`src/design/assert_macros.svh`:
```
// Concurrent assertion helpers for the design folder.
`ifndef ASSERT_MACROS_SVH
`define ASSERT_MACROS_SVH

// Checked on every rising edge outside reset.
`define ASSERT_CLKD(label, prop, msg) \
  label: assert property (@(posedge clk) disable iff (!rst_n) (prop)) else $error(msg);

// Checked on every rising edge, reset included.
`define ASSERT_ALWAYS(label, prop, msg) \
  label: assert property (@(posedge clk) (prop)) else $error(msg);

`endif

```
`src/design/nsf_pkg.sv`:
```
`default_nettype none

package nsf_pkg;

  localparam int MAX_LEN   = 128;
  localparam int NUM_SLOTS = 4;

  // Fixed field widths of the channels.
  localparam int BYTE_W = 8;
  localparam int POS_W  = 7;
  localparam int SLT_W  = 2;
  localparam int CIDX_W = 2;

  // Internal widths derived from the sizing constants.
  localparam int IDX_W  = $clog2(MAX_LEN);
  localparam int LIM_W  = $clog2(MAX_LEN + 1);
  localparam int SLOT_W = $clog2(NUM_SLOTS);

  typedef enum logic [CIDX_W-1:0] {
    CFG_START_CHAR = 2'd0,
    CFG_END_FIRST  = 2'd1,
    CFG_END_SECOND = 2'd2,
    CFG_BUF_LENGTH = 2'd3
  } cfg_idx_t;

  localparam logic [BYTE_W-1:0] START_CHAR_RST = 8'd36;
  localparam logic [BYTE_W-1:0] END_FIRST_RST  = 8'd13;
  localparam logic [BYTE_W-1:0] END_SECOND_RST = 8'd10;
  localparam logic [BYTE_W-1:0] BUF_LENGTH_RST = 8'd128;

  typedef struct packed {
    logic [BYTE_W-1:0] start_char;
    logic [BYTE_W-1:0] end_first;
    logic [BYTE_W-1:0] end_second;
    logic [BYTE_W-1:0] buf_length;
  } cfg_t;

  typedef struct packed {
    logic [BYTE_W-1:0] data_byte;
    logic [POS_W-1:0]  position;
    logic [SLT_W-1:0]  slot;
    logic              restarted;
    logic              overflowed;
    logic              complete;
    logic [POS_W-1:0]  msg_length;
  } result_t;

endpackage

`default_nettype wire

```
`src/design/nmea_sentence_framer.sv`:
```
// NMEA sentence framer.
// Input channel (in_valid/in_ready/in_rx_byte): one received byte per transfer.
// Bytes are ignored until start_char opens a sentence; every byte of a sentence
// then comes out on the result channel (out_valid/out_ready) with its buffer
// position and ring slot. A start_char inside a sentence restarts it at
// position 0 (out_restarted). Reaching buf_length discards the sentence
// (out_overflowed). end_first followed by end_second completes it, reports
// out_msg_length and advances to the next slot.
// Configuration: cfg_we writes cfg_wdata to register cfg_index (0 start_char,
// 1 end_first, 2 end_second, 3 buf_length); write only while the block is idle.
// A byte taken into the input register moves on to the result register, which drives the result channel.
// Throughput: one byte per cycle while out_ready stays high; the input register and the result
// register each take a new transfer in the cycle the next stage frees it.
// Reset (rst_n low, synchronous) empties both registers, restores the default
// registers and returns the framer to idle in slot 0.
// A stalled receiver holds the result; one more byte waits in the input
// register, then in_ready drops until out_ready returns.
`default_nettype none

`include "assert_macros.svh"

module nmea_sentence_framer
  import nsf_pkg::*;
(
  input  wire logic              clk,
  input  wire logic              rst_n,
  input  wire logic              in_valid,
  output logic                   in_ready,
  input  wire logic [BYTE_W-1:0] in_rx_byte,
  output logic                   out_valid,
  input  wire logic              out_ready,
  output logic [BYTE_W-1:0]      out_data_byte,
  output logic [POS_W-1:0]       out_position,
  output logic [SLT_W-1:0]       out_slot,
  output logic                   out_restarted,
  output logic                   out_overflowed,
  output logic                   out_complete,
  output logic [POS_W-1:0]       out_msg_length,
  input  wire logic              cfg_we,
  input  wire logic [CIDX_W-1:0] cfg_index,
  input  wire logic [BYTE_W-1:0] cfg_wdata
);

  cfg_t              cfg_r;
  logic              s1_valid_r, s1_valid_nxt;
  logic [BYTE_W-1:0] s1_byte_r;
  logic              out_valid_r, out_valid_nxt;
  result_t           out_r;
  logic              out_free;
  logic              advance;
  logic              res_valid;
  result_t           res;

  nsf_core u_core (
    .clk       (clk),
    .rst_n     (rst_n),
    .step      (advance),
    .rx_byte   (s1_byte_r),
    .cfg       (cfg_r),
    .res_valid (res_valid),
    .res       (res)
  );

  always_comb begin
    out_free = !out_valid_r || out_ready;
    advance  = s1_valid_r && out_free;
    in_ready = !s1_valid_r || advance;

    s1_valid_nxt = in_ready ? in_valid : s1_valid_r;

    if (advance) begin
      out_valid_nxt = res_valid;
    end else if (out_ready) begin
      out_valid_nxt = 1'b0;
    end else begin
      out_valid_nxt = out_valid_r;
    end
  end

  always_ff @(posedge clk) begin
    if (!rst_n) begin
      s1_valid_r       <= 1'b0;
      out_valid_r      <= 1'b0;
      cfg_r.start_char <= START_CHAR_RST;
      cfg_r.end_first  <= END_FIRST_RST;
      cfg_r.end_second <= END_SECOND_RST;
      cfg_r.buf_length <= BUF_LENGTH_RST;
    end else begin
      s1_valid_r  <= s1_valid_nxt;
      out_valid_r <= out_valid_nxt;
      if (cfg_we) begin
        unique case (cfg_index)
          CFG_START_CHAR: cfg_r.start_char <= cfg_wdata;
          CFG_END_FIRST:  cfg_r.end_first  <= cfg_wdata;
          CFG_END_SECOND: cfg_r.end_second <= cfg_wdata;
          CFG_BUF_LENGTH: cfg_r.buf_length <= cfg_wdata;
          default: ;
        endcase
      end
    end
    // payload: load on transfer, hold otherwise
    if (in_valid && in_ready) begin
      s1_byte_r <= in_rx_byte;
    end
    if (advance) begin
      out_r <= res;
    end
  end

  assign out_valid      = out_valid_r;
  assign out_data_byte  = out_r.data_byte;
  assign out_position   = out_r.position;
  assign out_slot       = out_r.slot;
  assign out_restarted  = out_r.restarted;
  assign out_overflowed = out_r.overflowed;
  assign out_complete   = out_r.complete;
  assign out_msg_length = out_r.msg_length;

  `ASSERT_CLKD(a_restart_at_zero, out_valid && out_restarted |-> out_position == '0, "restart not at position 0")
  `ASSERT_CLKD(a_len_only_complete, out_valid && !out_complete |-> out_msg_length == '0, "length without completion")
  `ASSERT_CLKD(a_len_nonzero, out_valid && out_complete && !out_overflowed |-> out_msg_length != '0, "completed sentence with zero length")
  `ASSERT_CLKD(a_ready_when_free, !out_valid || out_ready |-> in_ready, "input stalled while result stage free")

endmodule

`default_nettype wire

```
`src/design/nsf_core.sv`:
```
`default_nettype none

module nsf_core
  import nsf_pkg::*;
(
  input  wire logic              clk,
  input  wire logic              rst_n,
  input  wire logic              step,
  input  wire logic [BYTE_W-1:0] rx_byte,
  input  wire cfg_t              cfg,
  output logic                   res_valid,
  output result_t                res
);

  localparam int CMP_W = (LIM_W > BYTE_W) ? LIM_W : BYTE_W;

  logic              in_sentence_r, in_sentence_nxt;
  logic [BYTE_W-1:0] prev_byte_r, prev_byte_nxt;
  logic [IDX_W-1:0]  write_index_r, write_index_nxt;
  logic [SLOT_W-1:0] slot_r, slot_nxt;

  logic [CMP_W-1:0]  buf_ext;
  logic [LIM_W-1:0]  limit;
  logic              hit_start;
  logic              restarted;
  logic [IDX_W-1:0]  idx_rs;
  logic [IDX_W-1:0]  idx_pos;
  logic [LIM_W-1:0]  idx_inc;
  logic              overflowed;
  logic              complete;
  logic [LIM_W-1:0]  fill;
  logic [SLOT_W-1:0] slot_adv;

  always_comb begin
    buf_ext = CMP_W'(cfg.buf_length);
    if (buf_ext == '0 || buf_ext > CMP_W'(MAX_LEN)) begin
      limit = LIM_W'(MAX_LEN);
    end else begin
      limit = LIM_W'(buf_ext);
    end

    hit_start = (rx_byte == cfg.start_char);
    restarted = in_sentence_r && hit_start;
    res_valid = in_sentence_r || hit_start;

    idx_rs  = restarted ? '0 : write_index_r;
    // wrap a stale index left over from a larger buffer length
    idx_pos = (LIM_W'(idx_rs) >= limit) ? '0 : idx_rs;
    idx_inc = LIM_W'(idx_pos) + LIM_W'(1);

    overflowed = (idx_inc == limit);
    fill       = overflowed ? '0 : idx_inc;
    complete   = (rx_byte == cfg.end_second) && (prev_byte_r == cfg.end_first);

    slot_adv = (slot_r == SLOT_W'(NUM_SLOTS - 1)) ? '0 : slot_r + SLOT_W'(1);

    res.data_byte  = rx_byte;
    res.position   = POS_W'(idx_pos);
    res.slot       = SLT_W'(slot_r);
    res.restarted  = restarted;
    res.overflowed = overflowed;
    res.complete   = complete;
    res.msg_length = complete ? POS_W'(fill) : '0;

    in_sentence_nxt = in_sentence_r;
    prev_byte_nxt   = prev_byte_r;
    write_index_nxt = write_index_r;
    slot_nxt        = slot_r;
    if (step && res_valid) begin
      prev_byte_nxt   = rx_byte;
      in_sentence_nxt = !(overflowed || complete);
      write_index_nxt = (overflowed || complete) ? '0 : IDX_W'(idx_inc);
      if (complete) begin
        slot_nxt = slot_adv;
      end
    end
  end

  always_ff @(posedge clk) begin
    if (!rst_n) begin
      in_sentence_r <= 1'b0;
      prev_byte_r   <= '0;
      write_index_r <= '0;
      slot_r        <= '0;
    end else begin
      in_sentence_r <= in_sentence_nxt;
      prev_byte_r   <= prev_byte_nxt;
      write_index_r <= write_index_nxt;
      slot_r        <= slot_nxt;
    end
  end

endmodule

`default_nettype wire
```
`config.mk`:
```
export PLATFORM = sky130hd
export DESIGN_NAME = nmea_sentence_framer
export DESIGN_NICKNAME = d
export VERILOG_FILES = /design/src/design/nsf_pkg.sv /design/src/design/nmea_sentence_framer.sv /design/src/design/nsf_core.sv
export VERILOG_INCLUDE_DIRS = /design/src /design/src/design
export SDC_FILE = /design/constraint.sdc
export NUM_CORES = 1
export LEC_CHECK = 0
export BUFFER_PORTS_ARGS = -buffer_cell sky130_fd_sc_hd__buf_2
export CORE_UTILIZATION = 45
export CTS_BUF_LIST = sky130_fd_sc_hd__clkbuf_2 sky130_fd_sc_hd__clkbuf_4 sky130_fd_sc_hd__clkbuf_8
export DETAILED_ROUTE_END_ITERATION = 7
export GPL_ROUTABILITY_DRIVEN = 1
export PLACE_DENSITY_LB_ADDON = 0.05
export SYNTH_ARGS = -nofsm -noshare
export SYNTH_HDL_FRONTEND = slang
export SYNTH_SLANG_ARGS = --single-unit
```
`constraint.sdc`:
```
create_clock -name clk -period 8.73 [get_ports clk]
set_input_delay 0.4365 -clock clk [delete_from_list [all_inputs] [get_ports clk]]
set_output_delay 0.4365 -clock clk [all_outputs]
set_load 0.1 [all_outputs]
```
==> impl_metrics.csv <==
group,metric,value,unit
outcome,status,"finished, final reports clean",
clock_tree,clock_tree.buffer_depth,2,
floorplanning,core_area,8678,sq um
synthesis,netlist_area,4014,sq um
synthesis,syn_nets,423,
floorplanning,die_x,96.45,um
final_layout,syn2layout_area_growth,13.78,%
grt,gr-usage-met3,3.599,%
grt,grt_pass1_vias,2755,
route,drtIter0Drc,60,
clock_tree,clkLatencyLatePin,0.36,ns
synthesis,synth.distinct_cells,50,
placed_design,place_hpwl,6216,um
floorplanning,io_pins,52,
final_layout,final_cell_mix,"dfxtp_1, buf_2, nand2_1",
sta,fmax,188.6,MHz
sta,hold_viol_final,0,
synthesis,ys_seq_area_share,52.12,%
synthesis,ys_warn_count,0,
synthesis,synth_edf_count,35,
synthesis,avgSynthCellArea,10.27,sq um
placed_design,port_buffers,51,
pwr,power_density,181.8,nW/um^2
final_layout,drive_gt1_share,18.96,%
placed_design,gp_congestion,0.8429,
final_layout,final_common_cell,"dfxtp_1",
synthesis,async_flop_share,0,%
grt,grt.met1_usage,26.26,%
worst_hold_path,hold_class,"primary input to flip-flop",
sta,drv_slew,0,
placed_design,placedInstanceArea,4362,sq um
route,firstDrtPassIters,4,
route,ant_nets,0,
sta,rsz0062_at_grt,"no",
route,viasPerCell,5.287,
sta,setup_violations,0,
sta,tns,0,ns
final_layout,antenna_cells,0,
grt,antenna_found_initial,0,
synthesis,synth_top_flop_cell,"dfxtp_1",
worst_setup_path,crit_type,"flip-flop to flip-flop",
clock_tree,cts_num_sinks,87,
sta,post-route-min-period,5.302,ns
final_layout,layout.nets,470,
clock_tree,clock_tree.root_cell,"clkbuf_8",
grt,grtUsageMet2,37.15,%
worst_setup_path,critPathMaxFanout,13,
sta,relSlewSlack,46.08,%
sta,period_share,60.74,%
route,wl,9162,um
flow_run,drv_cap,0,
final_layout,multi_input_area,1812,sq um
grt,grt_max_degree,42,
floorplanning,initial_core_util,46.25,%
final_layout,final_area,4567,sq um
clock_tree,postCtsHoldBufs,0,
worst_setup_path,crit_arrival,5.39,ns
route,drc_errors,0,
grt,grt_pass1_wl,14550,um
sta,tightest_slew,0.8063,ns
floorplanning,die_y,96.45,um
floorplanning,rows,34,
grt,grt_usage,21.26,%
clock_tree,cts_resized,0,
clock_tree,clk_pin_slew_worst_paths,0.10,ns
grt,grt.overflow.total,0,
clock_tree,post_cts_buffers,0,
final_layout,regArea,2092,sq um
clock_tree,tritoncts,"done",
clock_tree,htreeDepth,3,
floorplanning,dieArea,9302,sq um
sta,finClkSkew,0.01588,ns
pwr,fin_total_pwr,0.8303,mW
clock_tree,cts_buffers,9,
grt,top_usage_layer,"met2",
pwr,vdd_drop_max,0.09119,mV
synthesis,synth_seq_cells,87,
final_layout,fill_cells,839,
worst_setup_path,required,8.82,ns
route,post_drt_wl_per_cell,16.63,um
synthesis,syn_inst,391,
route,vias,2913,
worst_setup_path,startpoint_type,"flip-flop",
worst_setup_path,cp-end-kind,"flip-flop",
pwr,power.leakage,1.734,nW
==> logic make-up after synthesis <==
group	after synthesis	share of synthesized area, %
flops	87	52.12
simple gates	154	19.17
xor+xnor	34	7.419
fa+ha+maj	9	2.806
mux	24	5.985
buf+inv	28	2.806
compound gates	55	9.695
==> final timing paths <==
path	startpoint	endpoint	slack (ns)	cells after the start
worst max register to register	s1_byte_r[7]	out_msg_length[3]	3.43	19
worst min-delay path	in_rx_byte[1]	s1_byte_r[1]	0.24	1
worst min register to register	u_core.slot_r[1]	out_slot[1]	0.47	0
worst max-delay path	s1_byte_r[7]	out_msg_length[3]	3.43	19
==> Yosys cell counts, types with 11 or more instances <==
cell | number | area (sq um)
dfxtp_1 | 52 | 1041
nand2_1 | 49 | 183.9
edfxtp_1 | 35 | 1051
nor2_1 | 32 | 120.1
mux2i_1 | 24 | 240.2
a21oi_1 | 20 | 100.1
xor2_1 | 20 | 175.2
nand3_1 | 17 | 85.08
xnor2_1 | 14 | 122.6
clkbuf_1 | 11 | 41.29
nor2b_1 | 11 | 68.82
nor4_1 | 11 | 68.82
==> power by group <==
| part | internal [mW] | total, mW | switching [mW] |
|---|---|---|---|
| sequential | 0.435 | 0.445 | 0.00971 |
| clock | 0.141 | 0.295 | 0.154 |
| combinational | 0.0247 | 0.0900 | 0.0653 |
| total | 0.601 | 0.830 | 0.229 |
==> metrics by stage <==
stage	utilization [%]	instances	worst slack, ns	hold slack (ns)
finish	52.62	551	3.428	0.2431
global route	52.62	551	2.890	0.2269
CTS	52.62	551	3.371	0.2354
detailed placement	50.26	535	3.383	0.4478
global placement	50.26	535	3.489	0.4425
floorplan	-	391	3.957	0.4278
==> layer usage <==
metal  part of all wire [%]  up-vias
li1                       -     1473
met1                     45     1374
met2                     51       53
met3                    2.7       13
met4                    1.4        0
met5                      0        -
==> final cells by class <==
class	instances	area share, %
multi-input cells	276	39.67
clock inverters	6	1.479
repair buffers	56	6.411
flip-flops and latches	87	45.81
clock buffers	10	3.014
well taps	108	2.959
inverters	8	0.6575
==> sequential cells by signal (all words and copies together), names as in the netlist <==
name	flops
u_core.write_index_r	7
out_overflowed	1
out_msg_length	7
u_core.prev_byte_r	8
u_core.in_sentence_r	1
out_slot	2
out_restarted	1
s1_byte_r	8
out_data_byte	8
out_complete	1
s1_valid_r	1
u_core.slot_r	2
cfg_r	32
out_valid	1
out_position	7
==> critical path, cell delays in order, from the launching register on <==
cell	delay, ns
edfxtp_1	0.46
xnor2_1	0.24
nand4_1	0.21
nor3_1	0.18
buf_4	0.22
nor2_1	0.06
ha_1	0.31
a21o_1	0.18
a221o_1	0.33
a31o_1	0.24
a21oi_1	0.38
and2_1	0.25
ha_1	0.43
nand2_1	0.09
or2_4	0.25
xor2_1	0.18
a2111oi_2	0.48
nand4_4	0.20
nor2_4	0.24
nor4_1	0.09
(Power assumes the default switching activity.)
